## src/design/microwire_serial_eeprom_macros.svh

```systemverilog
// Assertion macros used by the serial EEPROM top level.
`ifndef MICROWIRE_SERIAL_EEPROM_MACROS_SVH
`define MICROWIRE_SERIAL_EEPROM_MACROS_SVH

// The antecedent implies the consequent in the same cycle.
`define MWEE_ASSERT_IMP(lbl, ante, cons, msg) \
	lbl: assert property (@(posedge clk) disable iff (!arst_n) (ante) |-> (cons)) \
		else $error(msg);

// The antecedent implies the consequent in the next cycle.
`define MWEE_ASSERT_NXT(lbl, ante, cons, msg) \
	lbl: assert property (@(posedge clk) disable iff (!arst_n) (ante) |=> (cons)) \
		else $error(msg);

`endif

```

## src/design/mwee_pkg.sv

```systemverilog
// Types, codes and constants of the serial EEPROM.
`timescale 1ns / 1ps
package mwee_pkg;

	localparam int WORDS_DEF = 64;

	// Bus operation codes of an input beat.
	localparam logic [1:0] OP_LINES = 2'd0;
	localparam logic [1:0] OP_CTRL  = 2'd1;
	localparam logic [1:0] OP_PINS  = 2'd2;

	// Bit positions in the pin levels and line bits.
	localparam int PIN_DIN  = 0;
	localparam int PIN_CLK  = 1;
	localparam int PIN_CS   = 2;
	localparam int PIN_DOUT = 3;

	// Control register bits.
	localparam int CTRL_RESET  = 7;
	localparam int CTRL_ENABLE = 3;

	// Opcode field (command bits 7..6) and extended sub-codes (bits 5..4).
	localparam logic [1:0] OPC_EXT   = 2'b00;
	localparam logic [1:0] OPC_WRITE = 2'b01;
	localparam logic [1:0] OPC_READ  = 2'b10;
	localparam logic [1:0] OPC_ERASE = 2'b11;
	localparam logic [1:0] EXT_EWDS  = 2'b00;
	localparam logic [1:0] EXT_WRAL  = 2'b01;
	localparam logic [1:0] EXT_ERAL  = 2'b10;
	localparam logic [1:0] EXT_EWEN  = 2'b11;

	localparam logic [15:0] ERASED     = 16'hFFFF;
	localparam logic [3:0]  PINS_RESET = 4'b1000;
	localparam logic [4:0]  CMD_BITS   = 5'd8;
	localparam logic [5:0]  DATA_BITS  = 6'd16;

	typedef enum logic [1:0] {
		PH_START = 2'd0,
		PH_CMD   = 2'd1,
		PH_READ  = 2'd2,
		PH_WRITE = 2'd3
	} phase_t;

	typedef struct packed {
		logic [1:0] op;
		logic [7:0] value;
	} item_t;

	typedef struct packed {
		logic       vld;
		logic [2:0] read_data;
		logic       enabled;
	} res_t;

	typedef struct packed {
		logic        en;
		logic [15:0] data;
	} wr_t;

endpackage

```

## src/design/mwee_in_if.sv

```systemverilog
// Input channel: bus operation beats.
`timescale 1ns / 1ps
interface mwee_in_if;
	logic       valid;
	logic       ready;
	logic [1:0] op;
	logic [7:0] value;

	modport source (output valid, output op, output value, input ready);
	modport sink   (input valid, input op, input value, output ready);
endinterface

```

## src/design/mwee_out_if.sv

```systemverilog
// Output channel: pin read-back beats.
`timescale 1ns / 1ps
interface mwee_out_if;
	logic       valid;
	logic       ready;
	logic [2:0] read_data;
	logic       enabled;

	modport source (output valid, output read_data, output enabled, input ready);
	modport sink   (input valid, input read_data, input enabled, output ready);
endinterface

```

## src/design/mwee_store.sv

```systemverilog
// Word store: synchronous RAM with per-word valid bits so reset reads as erased.
`timescale 1ns / 1ps
module mwee_store #(
	parameter int WORDS = mwee_pkg::WORDS_DEF
) (
	input  logic                       clk,
	input  logic                       arst_n,
	input  logic [$clog2(WORDS)-1:0]   rd_addr,
	output logic [15:0]                rd_data,
	input  logic [$clog2(WORDS)-1:0]   wr_addr,
	input  mwee_pkg::wr_t              wr
);
	import mwee_pkg::*;

	logic [15:0]      mem_q [WORDS];
	logic [WORDS-1:0] vld_q;
	logic [15:0]      rd_q;
	logic             rd_vld_q;

	always_ff @(posedge clk) begin
		if (wr.en) begin
			mem_q[wr_addr] <= wr.data;
		end
		rd_q <= mem_q[rd_addr];
	end

	always_ff @(posedge clk or negedge arst_n) begin
		if (!arst_n) begin
			vld_q    <= '0;
			rd_vld_q <= 1'b0;
		end else begin
			if (wr.en) begin
				vld_q[wr_addr] <= 1'b1;
			end
			rd_vld_q <= vld_q[rd_addr];
		end
	end

	// A word never written since reset is still erased.
	assign rd_data = rd_vld_q ? rd_q : ERASED;

endmodule

```

## src/design/mwee_ctrl.sv

```systemverilog
// Protocol controller: sequences read, execute, sweep and hand-off of one beat.
`timescale 1ns / 1ps
module mwee_ctrl #(
	parameter int WORDS = mwee_pkg::WORDS_DEF
) (
	input  logic                       clk,
	input  logic                       arst_n,
	input  logic                       item_vld,
	input  mwee_pkg::item_t            item,
	output logic                       item_rdy,
	input  logic                       slot_free,
	output mwee_pkg::res_t             res,
	output logic [$clog2(WORDS)-1:0]   rd_addr,
	input  logic [15:0]                rd_data,
	output logic [$clog2(WORDS)-1:0]   wr_addr,
	output mwee_pkg::wr_t              wr
);
	import mwee_pkg::*;

	localparam int AW = $clog2(WORDS);

	typedef enum logic [4:0] {
		ST_IDLE  = 5'b00001,
		ST_RD    = 5'b00010,
		ST_EX    = 5'b00100,
		ST_SWEEP = 5'b01000,
		ST_PUT   = 5'b10000
	} seq_t;

	seq_t          state_q;
	item_t         item_q;
	phase_t        proto_q, proto_n;
	logic [7:0]    cmd_q, cmd_n, cmd_sh;
	logic [4:0]    cnt_q, cnt_n;
	logic [5:0]    cnt_inc;
	logic [15:0]   latch_q, latch_n, latch_sh;
	logic [3:0]    pins_q, pins_n;
	logic          wp_q, wp_n;
	logic          en_q, en_n;
	logic [2:0]    lines;
	logic          din;
	logic          wr1_en;
	logic [AW-1:0] wr1_addr;
	logic [15:0]   wr1_data;
	logic          sweep_go;
	logic [15:0]   sweep_dat;
	logic [15:0]   swp_dat_q;
	logic [AW-1:0] swp_cnt_q;
	logic [2:0]    res_rd_q;
	logic          res_en_q;

	// The 6-bit address folded into the store; it is below four times the depth.
	function automatic logic [AW-1:0] addr_mod(input logic [5:0] a);
		logic [8:0] r;
		r = {3'b000, a};
		for (int i = 0; i < 3; i++) begin
			if (r >= 9'(WORDS)) begin
				r = r - 9'(WORDS);
			end
		end
		return AW'(r);
	endfunction

	assign lines    = item_q.value[2:0];
	assign din      = lines[PIN_DIN];
	assign cmd_sh   = {cmd_q[6:0], din};
	assign cnt_inc  = {1'b0, cnt_q} + 6'd1;
	assign latch_sh = {latch_q[14:0], din};
	assign rd_addr  = addr_mod(cmd_q[5:0]);

	always_comb begin
		proto_n   = proto_q;
		cmd_n     = cmd_q;
		cnt_n     = cnt_q;
		latch_n   = latch_q;
		pins_n    = pins_q;
		wp_n      = wp_q;
		en_n      = en_q;
		wr1_en    = 1'b0;
		wr1_addr  = addr_mod(cmd_q[5:0]);
		wr1_data  = ERASED;
		sweep_go  = 1'b0;
		sweep_dat = ERASED;
		case (item_q.op)
			OP_LINES: begin
				if (!lines[PIN_CS]) begin
					if (pins_q[PIN_CS]) begin
						proto_n = PH_START;
						cmd_n   = '0;
						cnt_n   = '0;
					end
					pins_n = {1'b1, lines};
				end else if (lines[PIN_CLK] && !pins_q[PIN_CLK]) begin
					pins_n = {pins_q[PIN_DOUT], lines};
					case (proto_q)
						PH_START: begin
							if (din) begin
								proto_n = PH_CMD;
								cmd_n   = '0;
								cnt_n   = '0;
							end
						end
						PH_CMD: begin
							if (cnt_q < CMD_BITS) begin
								cmd_n = cmd_sh;
								cnt_n = cnt_inc[4:0];
								if (cnt_inc[4:0] == CMD_BITS) begin
									case (cmd_sh[7:6])
										OPC_EXT: begin
											case (cmd_sh[5:4])
												EXT_EWDS: begin
													wp_n    = 1'b1;
													proto_n = PH_START;
												end
												EXT_WRAL: begin
													cnt_n   = '0;
													latch_n = '0;
													proto_n = PH_WRITE;
												end
												EXT_ERAL: begin
													sweep_go         = !wp_q;
													pins_n[PIN_DOUT] = 1'b1;
													proto_n          = PH_START;
												end
												EXT_EWEN: begin
													wp_n    = 1'b0;
													proto_n = PH_START;
												end
												default: ;
											endcase
										end
										OPC_WRITE: begin
											cnt_n   = '0;
											latch_n = '0;
											proto_n = PH_WRITE;
										end
										OPC_READ: begin
											cnt_n            = '0;
											proto_n          = PH_READ;
											pins_n[PIN_DOUT] = 1'b0;
										end
										OPC_ERASE: begin
											// While protected the device sits with a full count
											// and ignores clocks until chip select drops.
											if (!wp_q) begin
												wr1_en           = 1'b1;
												wr1_addr         = addr_mod(cmd_sh[5:0]);
												pins_n[PIN_DOUT] = 1'b1;
												proto_n          = PH_START;
											end
										end
										default: ;
									endcase
								end
							end
						end
						PH_READ: begin
							pins_n[PIN_DOUT] = rd_data[~cnt_q[3:0]];
							if (cnt_inc >= DATA_BITS) begin
								cnt_n = '0;
								cmd_n = {OPC_READ, cmd_q[5:0] + 6'd1};
							end else begin
								cnt_n = cnt_inc[4:0];
							end
						end
						PH_WRITE: begin
							latch_n = latch_sh;
							cnt_n   = cnt_inc[4:0];
							if (cnt_inc >= DATA_BITS) begin
								if (!wp_q) begin
									if (cmd_q[6]) begin
										wr1_en   = 1'b1;
										wr1_data = latch_sh;
									end else begin
										sweep_go  = 1'b1;
										sweep_dat = latch_sh;
									end
								end
								pins_n[PIN_DOUT] = 1'b1;
								proto_n          = PH_START;
							end
						end
						default: ;
					endcase
				end else begin
					pins_n = {pins_q[PIN_DOUT], lines};
				end
			end
			OP_CTRL: begin
				if (item_q.value[CTRL_RESET]) begin
					en_n    = 1'b0;
					pins_n  = PINS_RESET;
					wp_n    = 1'b1;
					proto_n = PH_START;
					cmd_n   = '0;
					cnt_n   = '0;
				end else begin
					en_n = item_q.value[CTRL_ENABLE];
				end
			end
			OP_PINS: ;
			default: ;
		endcase
	end

	always_ff @(posedge clk or negedge arst_n) begin
		if (!arst_n) begin
			state_q   <= ST_IDLE;
			proto_q   <= PH_START;
			cmd_q     <= '0;
			cnt_q     <= '0;
			latch_q   <= '0;
			pins_q    <= PINS_RESET;
			wp_q      <= 1'b1;
			en_q      <= 1'b0;
			swp_cnt_q <= '0;
		end else begin
			case (state_q)
				ST_IDLE: begin
					if (item_vld) begin
						state_q <= ST_RD;
					end
				end
				ST_RD: begin
					state_q <= ST_EX;
				end
				ST_EX: begin
					proto_q <= proto_n;
					cmd_q   <= cmd_n;
					cnt_q   <= cnt_n;
					latch_q <= latch_n;
					pins_q  <= pins_n;
					wp_q    <= wp_n;
					en_q    <= en_n;
					if (sweep_go) begin
						swp_cnt_q <= '0;
						state_q   <= ST_SWEEP;
					end else begin
						state_q <= ST_PUT;
					end
				end
				ST_SWEEP: begin
					swp_cnt_q <= swp_cnt_q + 1'b1;
					if (swp_cnt_q == AW'(WORDS - 1)) begin
						state_q <= ST_PUT;
					end
				end
				ST_PUT: begin
					if (slot_free) begin
						state_q <= ST_IDLE;
					end
				end
				default: state_q <= ST_IDLE;
			endcase
		end
	end

	always_ff @(posedge clk) begin
		if (state_q == ST_IDLE && item_vld) begin
			item_q <= item;
		end
		if (state_q == ST_EX) begin
			swp_dat_q <= sweep_dat;
			res_rd_q  <= {pins_n[PIN_CS], 1'b1, pins_n[PIN_DOUT]};
			res_en_q  <= en_n;
		end
	end

	always_comb begin
		if (state_q == ST_SWEEP) begin
			wr_addr = swp_cnt_q;
			wr.en   = 1'b1;
			wr.data = swp_dat_q;
		end else begin
			wr_addr = wr1_addr;
			wr.en   = wr1_en && (state_q == ST_EX);
			wr.data = wr1_data;
		end
	end

	assign item_rdy      = (state_q == ST_IDLE);
	assign res.vld       = (state_q == ST_PUT) && slot_free;
	assign res.read_data = res_rd_q;
	assign res.enabled   = res_en_q;

endmodule

```

## src/design/microwire_serial_eeprom.sv

```systemverilog
// Top level of the bit-banged serial EEPROM with its output register.
//
//  channel | dir | beat contents
//  --------+-----+------------------------------------------
//  cmd     | in  | op (lines, control, read pins), value
//  rsp     | out | read_data (dout, one, cs), enabled
//
// Each beat passes in order through accept, RAM read, execute and hand-off.
// Write-all and erase-all add a sweep that writes every word through the RAM write port.
// Reset clears the valid bits of the store at once; no clearing pass is needed.
// A new beat is taken while the previous result still waits in the output register;
// its hand-off waits until that register is free.
`timescale 1ns / 1ps
`include "microwire_serial_eeprom_macros.svh"
module microwire_serial_eeprom #(
	parameter int WORDS = mwee_pkg::WORDS_DEF
) (
	input  logic        clk,
	input  logic        arst_n,
	mwee_in_if.sink     cmd,
	mwee_out_if.source  rsp
);
	import mwee_pkg::*;

	localparam int AW = $clog2(WORDS);

	item_t         item;
	logic          item_rdy;
	logic          slot_free;
	res_t          res;
	logic [AW-1:0] rd_addr;
	logic [15:0]   rd_data;
	logic [AW-1:0] wr_addr;
	wr_t           wr;
	logic          rsp_vld_q;
	logic [2:0]    rsp_rd_q;
	logic          rsp_en_q;

	assign item.op    = cmd.op;
	assign item.value = cmd.value;
	assign cmd.ready  = item_rdy;
	assign slot_free  = !rsp_vld_q || rsp.ready;

	mwee_ctrl #(.WORDS(WORDS)) u_ctrl (
		.clk       (clk),
		.arst_n    (arst_n),
		.item_vld  (cmd.valid),
		.item      (item),
		.item_rdy  (item_rdy),
		.slot_free (slot_free),
		.res       (res),
		.rd_addr   (rd_addr),
		.rd_data   (rd_data),
		.wr_addr   (wr_addr),
		.wr        (wr)
	);

	mwee_store #(.WORDS(WORDS)) u_store (
		.clk     (clk),
		.arst_n  (arst_n),
		.rd_addr (rd_addr),
		.rd_data (rd_data),
		.wr_addr (wr_addr),
		.wr      (wr)
	);

	always_ff @(posedge clk or negedge arst_n) begin
		if (!arst_n) begin
			rsp_vld_q <= 1'b0;
		end else if (res.vld) begin
			rsp_vld_q <= 1'b1;
		end else if (rsp.ready) begin
			rsp_vld_q <= 1'b0;
		end
	end

	always_ff @(posedge clk) begin
		if (res.vld) begin
			rsp_rd_q <= res.read_data;
			rsp_en_q <= res.enabled;
		end
	end

	assign rsp.valid     = rsp_vld_q;
	assign rsp.read_data = rsp_rd_q;
	assign rsp.enabled   = rsp_en_q;

	// Only one beat is in flight at a time.
	`MWEE_ASSERT_NXT(a_one_in_flight, cmd.valid && cmd.ready, !cmd.ready, "second beat taken in flight")
	// The input side reopens only once the result has been handed to the output register.
	`MWEE_ASSERT_IMP(a_ready_after_result, $rose(cmd.ready), $past(res.vld), "ready without result")
	// A handed-off result always finds the output register free.
	`MWEE_ASSERT_NXT(a_result_lands, res.vld, rsp.valid, "result lost at hand-off")

endmodule
```

## src/flat_wrapper.sv

```systemverilog
// flat-port wrapper written by rule: the top's interface ports become plain ports
module microwire_serial_eeprom_flat import mwee_pkg::*;
#(
	parameter int WORDS = mwee_pkg::WORDS_DEF
)
  (clk, arst_n, cmd_valid, cmd_op, cmd_value, cmd_ready, rsp_valid, rsp_read_data, rsp_enabled, rsp_ready);
  mwee_in_if cmd_i ();
  mwee_out_if rsp_i ();
  input  logic clk;
  input  logic arst_n;
  input wire logic [$bits(cmd_i.valid)-1:0] cmd_valid;
  input wire logic [$bits(cmd_i.op)-1:0] cmd_op;
  input wire logic [$bits(cmd_i.value)-1:0] cmd_value;
  output wire logic [$bits(cmd_i.ready)-1:0] cmd_ready;
  output wire logic [$bits(rsp_i.valid)-1:0] rsp_valid;
  output wire logic [$bits(rsp_i.read_data)-1:0] rsp_read_data;
  output wire logic [$bits(rsp_i.enabled)-1:0] rsp_enabled;
  input wire logic [$bits(rsp_i.ready)-1:0] rsp_ready;
  assign cmd_i.valid = cmd_valid;
  assign cmd_i.op = cmd_op;
  assign cmd_i.value = cmd_value;
  assign cmd_ready = cmd_i.ready;
  assign rsp_valid = rsp_i.valid;
  assign rsp_read_data = rsp_i.read_data;
  assign rsp_enabled = rsp_i.enabled;
  assign rsp_i.ready = rsp_ready;
  microwire_serial_eeprom #(.WORDS(WORDS)) u_core (.clk(clk), .arst_n(arst_n), .cmd(cmd_i), .rsp(rsp_i));
endmodule
```

## config.mk

```make
export PLATFORM = sky130hd
export DESIGN_NAME = microwire_serial_eeprom_flat
export DESIGN_NICKNAME = d
export VERILOG_FILES = /design/src/design/mwee_pkg.sv /design/src/design/mwee_in_if.sv /design/src/design/mwee_out_if.sv /design/src/design/mwee_store.sv /design/src/design/mwee_ctrl.sv /design/src/design/microwire_serial_eeprom.sv /design/src/flat_wrapper.sv
export VERILOG_INCLUDE_DIRS = /design/src /design/src/design
export SDC_FILE = /design/constraint.sdc
export NUM_CORES = 1
export LEC_CHECK = 0
export BUFFER_PORTS_ARGS = -buffer_cell sky130_fd_sc_hd__buf_2
export CELL_PAD_IN_SITES_DETAIL_PLACEMENT = 2
export CELL_PAD_IN_SITES_GLOBAL_PLACEMENT = 2
export CORE_MARGIN = 2
export CORE_UTILIZATION = 50
export DETAILED_ROUTE_END_ITERATION = 8
export GPL_ROUTABILITY_DRIVEN = 0
export GPL_TIMING_DRIVEN = 0
export PLACE_DENSITY = 0.77
export SLEW_MARGIN = 20
export SYNTH_ARGS = -nofsm -noshare
export SYNTH_HDL_FRONTEND = slang
export SYNTH_SLANG_ARGS = --single-unit
```

## constraint.sdc

```tcl
create_clock -name clk -period 4.7 [get_ports clk]
set_input_delay 0.235 -clock clk [delete_from_list [all_inputs] [get_ports clk]]
set_output_delay 0.235 -clock clk [all_outputs]
set_load 0.02 [all_outputs]
```

* Word-level counts from Yosys, hierarchy flattened
Memories as Yosys holds them, arrays and structs flattened. A register that Yosys moved wholly into a read port is not among the register bits.
Index checks and enable logic that the tools add are counted.
Widths: inputs -> output; s select.
** Word-level totals
- Memory bits (writable) :: 1024
- Memories kept :: 1
- Logic and storage cells :: 226
- Bits in registers :: 144
- Bits of input ports :: 14
** Memory list
- u_core.u_store.mem_q :: depth 64, width 16, read ports 1, clocked after Yosys merged registers in 1, wr ports 1, RTL line mwee_store.sv:15 : logic [15:0] mem_q [WORDS];
** Operators by class
- Equality and inequality tests :: 43
- Mux-type cells :: 118
- Bitwise gates (word level) :: 7
- $add $sub $neg :: 3
- $lt $le $gt $ge :: 6
- Reduce and logical (&&, ||, !) cells :: 28
** Operators with widths (count)
- $mux 16 :: 8
- $mux 5 :: 13
- $or 64x64->64 :: 1
- $mux 6 :: 10
- $pmux 15 s2 :: 2
- $mux 7 :: 7
- $mux 15 :: 3
- $mux 1 :: 41
- $pmux 5 s5 :: 1
- $ne 2x2->1 const B :: 11
- $pmux 7 s3 :: 1
- $ne 4x4->1 const B :: 5
- $pmux 5 s2 :: 2
- $pmux 5 s4 :: 1
- $mux 2 :: 9
- $reduce_and 9->1 :: 2
- $mux 17 :: 1
- $lt 6x7->1 const B :: 2
- $pmux 7 s2 :: 1
- $add 6x1->6 const B :: 2
- $eq 2x2->1 const B :: 6
- $mux 4 :: 3
- $pmux 6 s2 :: 1
- $reduce_and 11->1 :: 1
- 41 further kinds :: 71

* Depth between registers and ports, before layout
Gate-level depths: netlist (run 1).
- Depth after elaboration :: 14
- Gate-level depth with buffers :: 11

* Cells and area by module
A second synthesis (run 1) with hierarchy kept.
** Unflattened totals
- Cell total of the unflattened synthesis :: 2400
- Area, all modules :: 46637.2 µm²
** Modules (own cells, without submodules)
- mwee_store :: cells each 1957, area each 42366.9 µm², times used 1
- mwee_ctrl :: cells each 436, area each 4102.7 µm², times used 1
- microwire_serial_eeprom :: cells each 7, area each 167.7 µm², times used 1

* Worst setup path before layout (run 1)
No wires, ideal clock.
- Path kind :: register to register
- Start point :: register u_core.u_ctrl.state_q[0]
- End point :: memory u_core.u_store.mem_q[0][6] (data pin)
- Cell stages (with the launch flop) :: 8
- Period minus slack after synthesis :: 4.146 ns
- Data required time :: 4.112 ns
- Arrival :: 3.558 ns
- Setup time :: 0.588 ns
- Setup slack :: 0.554 ns
- Buffers on the path :: 3
- Cell sequence :: dfstp_2 -> nor2_1 -> nand3_1 -> clkbuf_1 -> clkbuf_1 -> buf_1 -> nor2_1 -> a31oi_1
** RTL lines
- from (decl) :: RTL line mwee_ctrl.sv:30 : seq_t state_q;
- from (signal assigned) :: RTL line mwee_ctrl.sv:208 : state_q <= ST_IDLE;
- from (signal assigned) :: RTL line mwee_ctrl.sv:221 : state_q <= ST_RD;
- from (signal assigned) :: RTL line mwee_ctrl.sv:225 : state_q <= ST_EX;
- to (decl) :: RTL line mwee_store.sv:15

* Worst setup path in the final report (run 1)
- Start point :: register u_core.u_ctrl.cmd_q[0]
- End point :: memory u_core.u_store.mem_q[27][11], enable pin
** Between the ends
- Longest elaborated chain between the ends :: 9
** Ends and longest elaborated chain
- from (decl) :: RTL line mwee_ctrl.sv:33 : logic [7:0] cmd_q, cmd_n, cmd_sh;
- from (signal assigned) :: RTL line mwee_ctrl.sv:229 : cmd_q <= cmd_n;
- $mux 6 :: RTL line mwee_ctrl.sv:145 : if (!wp_q) begin
- $mux 6 :: RTL line mwee_ctrl.sv:108 : case (cmd_sh[7:6])
- $mux 6 :: RTL line mwee_ctrl.sv:107 : if (cnt_inc[4:0] == CMD_BITS) begin
- $mux 6 :: RTL line mwee_ctrl.sv:104 : if (cnt_q < CMD_BITS) begin
- $mux 6 :: RTL line mwee_ctrl.sv:95 : case (proto_q)
- $mux 6 :: RTL line mwee_ctrl.sv:93 : end else if (lines[PIN_CLK] && !pins_q[PIN_CLK]) begin
- $mux 6 :: RTL line mwee_ctrl.sv:86 : if (!lines[PIN_CS]) begin
- $mux 6 * :: RTL line mwee_ctrl.sv:84 : case (item_q.op)
- $mux 6 * :: RTL line mwee_ctrl.sv:270 : if (state_q == ST_SWEEP) begin
Every way passes the cells marked *; elsewhere a longest branch is shown, timed or not.

==> results of run 1 <==
==> power by group through the flow <==
stage | registers, mW | logic [mW] | clock network, mW
final | 11.4 | 0.333 | 10.4
after global routing | 11.4 | 0.357 | 10.7
after CTS | 11.4 | 0.326 | 10.3
after detailed placement | 11.6 | 0.301 | 0
after global placement | 11.6 | 0.274 | 0
after floorplan | 11.6 | 0.188 | 0
==> final cells by class <==
class | count | area, um^2
sequential | 1180 | 34700
multi-input combinational | 977 | 11800
clock buffer | 154 | 3250
buffer | 141 | 652
tap | 1243 | 1560
fill | 7403 | 36900
antenna | 3 | 7.51
timing repair buffer | 142 | 2090
clock inverter | 68 | 798
inverter | 36 | 135
==> worst reg2reg max path: stages (launching register included) <==
cell	delay, ns
dfrtp_1	0.47
clkbuf_2	0.52
buf_2	0.57
buf_4	0.43
inv_1	0.22
nor3_1	0.30
o21ai_0	0.20
o21a_1	0.49
clkbuf_4	0.49
nor2_2	0.60
buf_6	0.26
==> sequential cells by signal, indices dropped and copies added, names as in the netlist <==
register                 flops
u_core.u_store.rd_q         16
u_core.u_ctrl.state_q        5
u_core.u_ctrl.cmd_sh         1
u_core.u_ctrl.proto_q        2
u_core.rsp.enabled           1
u_core.u_ctrl.swp_dat_q     16
u_core.u_ctrl.cmd_q          7
u_core.u_ctrl.cnt_q          5
u_core.u_ctrl.en_q           1
u_core.u_ctrl.pins_q         3
u_core.u_store.mem_q      1024
u_core.u_ctrl.item_q         6
u_core.u_ctrl.latch_q       15
u_core.u_ctrl.res_en_q       1
u_core.u_ctrl.swp_cnt_q      6
u_core.rsp.read_data         2
u_core.u_store.rd_vld_q      1
u_core.u_ctrl.res_rd_q       2
u_core.u_ctrl.wp_q           1
u_core.rsp.valid             1
u_core.u_store.vld_q        64
==> per-layer routing <==
layer / track usage / up-vias / part of all wire
met2: 0.628 / 2585 / 0.46
met5: 0.00809 / - / 0.00067
met1: 0.532 / 15300 / 0.36
met3: 0.109 / 704 / 0.11
li1: - / 10100 / -
met4: 0.242 / 4 / 0.072
==> layout by cell type, fill, tap and decap left out, types with 21 or more instances in the layout <==
master	n
o21ai_0	21
clkbuf_1	80
a21oi_1	36
nor3_1	26
mux2i_1	121
mux4_2	294
buf_6	41
buf_2	40
edfxtp_1	1053
buf_16	31
dfrtp_1	108
nor2_1	56
nand3_1	33
o21bai_1	67
inv_1	35
nand2_1	59
clkbuf_2	40
buf_8	30
o22ai_1	36
clkbuf_16	123
nor2_4	46
==> per-stage QoR <==
stage | std cells | setup slack, ns
2_1_floorplan | 2335 | 0.554
3_3_place_gp | 3593 | -3.69
3_5_place_dp | 3695 | -0.610
4_1_cts | 3935 | -0.0897
5_1_grt | 3941 | -0.108
6_report | 3944 | -0.164
==> synthesized netlist by cell type (6+ instances only) <==
cell,n
dfrtp_1,108
inv_1,35
o211ai_1,6
nor2_1,120
o21bai_1,67
nand2b_1,10
mux4_2,294
nor3b_1,7
nor3_1,26
dfxtp_1,16
nand2_1,59
ha_1,12
o221ai_1,14
o31ai_1,7
clkbuf_1,88
o21ai_0,21
nand3_1,33
o22ai_1,36
buf_1,41
a31oi_1,24
and3_1,8
a21oi_1,37
buf_2,11
edfxtp_1,1053
mux2i_1,121
nand4_1,6
==> repair_timing <==
action / CTS / global route
hold buffers: 10 / 0
endpoints found under the setup margin: 1011 / 763
hold endpoints to repair: 74 / 0
pin swaps: 6 / 2
resized for setup: 47 / 28
setup buffers: 8 / 6
==> logic make-up after synthesis <==
group                      after synthesis  synth area share
adders and majority gates               12           0.00323
muxes                                  420             0.169
xor gates and xnor gates                 1          0.000188
and+or+nand+nor                        301            0.0302
DFF                                   1180             0.746
buffers and inverters                  178            0.0149
AOI/OAI and AO/OA                      242            0.0360
other                                    1         0.0000806
==> how the worst min path moves through the flow <==
stage,from,end,cells past startpoint,slack [ns]
after floorplan,arst_n,u_core.rsp.valid,0,-0.06
after global placement,u_core.u_ctrl.res_en_q,u_core.rsp.enabled,0,0.40
after detailed placement,arst_n,u_core.u_ctrl.latch_q[12],1,0.28
after CTS,arst_n,u_core.u_store.vld_q[8],2,0.11
after global routing,arst_n,u_core.u_ctrl.latch_q[3],2,0.13
final,arst_n,u_core.u_ctrl.latch_q[3],2,0.1
==> flow_summary.ini, run 1 <==
[worst_setup_path]
startpoint = u_core.u_ctrl.cmd_q[0]
slowest_stage = nor2_2
worst-path-buf-inv = 6
endpoint = u_core.u_store.mem_q[27][11]
reg2reg_slack_ns = -0.16
crit_required_ns = 5.12
worst_ep_arrival_time_ns = 5.29
critPathMaxStageDelay_ns = 0.58
worstPathMaxFanout = 10
reg2reg_depth = 10
crit_chain = clkbuf_2 -> buf_2 -> buf_4 -> inv_1 -> nor3_1 -> o21ai_0 -> o21a_1 -> clkbuf_4 -> nor2_2 -> buf_6
regToRegEndpoint = u_core.u_store.mem_q[27][11]
start_kind = flop
crit_family = buffers and inverters
critPathKind = reg2reg
cp-end-kind = flop
crit_cells = 10
timing.rr.start = u_core.u_ctrl.cmd_q[0]

[cts]
cts_tree = built
clk_path_buf_depth = 3
clock-sinks = 1180
cts_max_level = 3
path_clk_slew_ns = 0.08
cts-root-buf = clkbuf_16
cts_buffers = 120
clk_latency_ns = 0.75

[timing]
fin_skew_ns = 0.0406
worstMarginPinSlew_ns = 1.24
fin_hold_ws_ns = 0.0952
setup_ws_ns = -0.164
drv_slew = 0
slew_headroom = 0.176
max_freq_ghz = 0.206
final.min_clock_period_ns = 4.86
min_period_over_period = 1.03
rsz0062_at_grt = yes
tns_ns = -5.08
hold_viol_final = 0
setup_viol = 53

[die]
die_h_um = 309
num_io_pins = 20
initial_core_util = 0.506
core_mm2 = 0.0919
die-area_mm2 = 0.0956
fp-row-count = 111
fp.dieW_um = 309

[synth]
syn-num-nets = 2361
ys_types = 67
synth_seq_cells = 1180
yosysTopAreaCellShare = 0.679
netlist_instances = 2335
async_flop_share = 0.0941
synth_area_leaders = edfxtp_1, mux4_2, dfrtp_1
synth_edf_count = 1053
synth.largest_area_cell = edfxtp_1
syn_area_mm2 = 0.0466
syn_avg_cell_area_um2 = 19.9
synthFlopType = edfxtp_1
synth-seq-area-share = 0.746
ys_warn_count = 0

[flow_run]
drv_cap = 0

[drt]
drtPass1Iterations = 6
wirelength_mm = 193
routed_via_density = 7.28
num_vias = 28700
wire_per_inst_um = 48.9
drc = 0
ant_nets = 0
drtIter0Drc = 5133

[placement]
dpl_cell_area_mm2 = 0.0504
dp_hpwl_mm = 117
port_buffers = 15

[power]
p_leak_nw = 20.4
ir_drop_mv = 0.404
p_seq_frac = 0.515
sw_frac_of_total = 0.222
p_comb_frac = 0.015
p_int_mw = 17.2
powerDensity_mw_per_mm2 = 402
p_sw_mw = 4.90
clock_power_share = 0.470
power_mw = 22.1

[finish]
drive_above_1_share = 0.289
final_area_mm2 = 0.0550
final_nets = 2624
synthToLayoutAreaGrowth_pct = 18.1
fin_util = 0.598

[outcome]
status = finished with violations
violations = negative setup slack

[grt]
track_usage = 0.410
grt_pass1_vias = 29700
antenna_found_initial = 10
grt_max_degree = 65
grt_pass1_wl_mm = 263
grt_overflow = 0

[worst_hold_path]
holdCritPathClass = in2async
Power figures use the tool's default switching activity.
==> run 2, diff against run 1 <==
--- a/config.mk
+++ b/config.mk
@@ -10,11 +10,10 @@
 export CELL_PAD_IN_SITES_DETAIL_PLACEMENT = 2
 export CELL_PAD_IN_SITES_GLOBAL_PLACEMENT = 2
 export CORE_MARGIN = 2
-export CORE_UTILIZATION = 50
+export CORE_UTILIZATION = 49
 export DETAILED_ROUTE_END_ITERATION = 8
-export GPL_ROUTABILITY_DRIVEN = 0
 export GPL_TIMING_DRIVEN = 0
-export PLACE_DENSITY = 0.77
+export PLACE_DENSITY = 0.75
 export SLEW_MARGIN = 20
 export SYNTH_ARGS = -nofsm -noshare
 export SYNTH_HDL_FRONTEND = slang
==> run 2 against run 1 <==
Against the previous run: the run still ends with negative setup slack left; routed wire length up 2.2%; combinational power is 3% higher; largest cell class unchanged; clock-buffer cell count up 14; final cell count rose by 0.74%; design area about the same; first-iteration DRC count up 0.68%; sequential cell count did not move; hold slack improved by 0.0086 ns; clock skew is 0.018 ns higher; register-to-register slack lost 0.16 ns; global-route usage decreased by 0.24 points.
==> flow_summary.ini, run 2 (same netlist as run 1, synthesis figures left out) <==
[worst_setup_path]
start_kind = flop
cp-end-kind = flop
critPathKind = reg2reg
worstPathMaxFanout = 10
worst_ep_arrival_time_ns = 5.51
crit_required_ns = 5.19

[power]
ir_drop_mv = 0.361
sw_frac_of_total = 0.228
p_leak_nw = 20.4
p_seq_frac = 0.520
powerDensity_mw_per_mm2 = 398
p_sw_mw = 5.00
p_int_mw = 16.9
power_mw = 21.9
clock_power_share = 0.464
p_comb_frac = 0.016

[cts]
path_clk_slew_ns = 0.07
clk_path_buf_depth = 3
cts_tree = built
cts_max_level = 3
cts-root-buf = clkbuf_16
cts_buffers = 119
clock-sinks = 1180
clk_latency_ns = 0.77

[timing]
min_period_over_period = 1.07
max_freq_ghz = 0.199
fin_hold_ws_ns = 0.104
setup_ws_ns = -0.321
worstMarginPinSlew_ns = 1.29
setup_viol = 340
slew_headroom = 0.140
fin_skew_ns = 0.0583
rsz0062_at_grt = yes
hold_viol_final = 0
drv_slew = 0
final.min_clock_period_ns = 5.02

[drt]
drc = 0
wire_per_inst_um = 49.6
num_vias = 28900
drtIter0Drc = 5168
wirelength_mm = 197
routed_via_density = 7.28
ant_nets = 0
drtPass1Iterations = 6

[outcome]
status = finished with violations
violations = negative setup slack

[die]
fp-row-count = 113
num_io_pins = 20
die-area_mm2 = 0.0975
fp.dieW_um = 312
initial_core_util = 0.492
core_mm2 = 0.0946
die_h_um = 312

[placement]
port_buffers = 15
place.gp.congestion = 0.913
dp_hpwl_mm = 118
dp_slack_ns = -0.704
placed_cells = 3718

[grt]
grt_max_degree = 59
grt_overflow = 0
grt_pass1_wl_mm = 269
antenna_found_initial = 13
track_usage = 0.408
grt_pass1_vias = 29800

[finish]
drive_above_1_share = 0.288
reg.largest.list = u_core.u_store.mem_q (1024), u_core.u_store.vld_q (64)
regMostFlops = u_core.u_store.mem_q
synthToLayoutAreaGrowth_pct = 18.2
largest_reg_flops = 1024
final_common_cell = edfxtp_1
final_nets = 2625
layout_common_cells = edfxtp_1, mux4_2, clkbuf_16
stdcell_count = 3973
fin_util = 0.582

[worst_hold_path]
holdCritPathClass = in2async

[flow_run]
drv_cap = 0
## run 2: routing by layer
metal,track usage,part of all wire
met5,0,0.00048
met1,0.520,0.35
met4,0.236,0.072
met3,0.110,0.11
met2,0.636,0.47
## run 2: power groups by stage
stage          clock network, mW  registers (mW)  logic, mW
4_1_cts                     9.96            11.4      0.318
3_3_place_gp                   0            11.6      0.274
6_report                    10.2            11.4      0.344
2_1_floorplan                  0            11.6      0.188
5_1_grt                     10.4            11.4      0.364
3_5_place_dp                   0            11.6      0.306
## run 2: stage by stage
step / cell area, um^2 / setup TNS [ns]
3_5_place_dp: 50500 / -282.47
5_1_grt: 55000 / -4.36
3_3_place_gp: 48200 / -4098.91
4_1_cts: 54800 / -0.268
6_report: 55000 / -29.81
2_1_floorplan: 46600 / 0
## run 2: layout make-up
cell class	instances	area [um^2]
Antenna cell	3	7.51
Buffer	141	651
Clock buffer	168	3380
Clock inverter	59	547
Fill cell	7642	39600
Inverter	36	139
Multi-Input combinational cell	977	11800
Sequential cell	1180	34700
Tap cell	1265	1580
Timing Repair Buffer	144	2180
## run 2: timing repair
action                     in CTS  in global routing
pin swaps                       7                  2
gates resized for setup        46                 37
setup endpoints to repair     997                923
hold endpoints to repair      102                  0
hold buffers                   10                  0
buffers inserted               13                  3
## run 2: worst paths after layout
kind / from / end / slack, ns / cells after the start
max in group asynchronous: arst_n / u_core.u_ctrl.pins_q[3] / 3.80 / 3
setup reg to reg: u_core.u_ctrl.cmd_q[1] / u_core.u_store.mem_q[0][0] / -0.32 / 8
setup / recovery: u_core.u_ctrl.cmd_q[1] / u_core.u_store.mem_q[0][0] / -0.32 / 8
min in group clk: cmd_op[1] / u_core.u_ctrl.item_q[9] / 0.24 / 2
hold / removal: arst_n / u_core.u_ctrl.latch_q[12] / 0.10 / 2
hold reg to reg: u_core.u_ctrl.res_rd_q[2] / u_core.rsp.read_data[2] / 0.45 / 0
## run 2: critical path, cell delays in order, from the launching register on
cell and delay, ns:
dfrtp_1 0.46, clkbuf_2 0.60, buf_1 1.01, clkbuf_2 0.71, o31ai_1 0.26, nand2_1 0.35
buf_2 0.74, nor2_2 0.34, buf_6 0.26
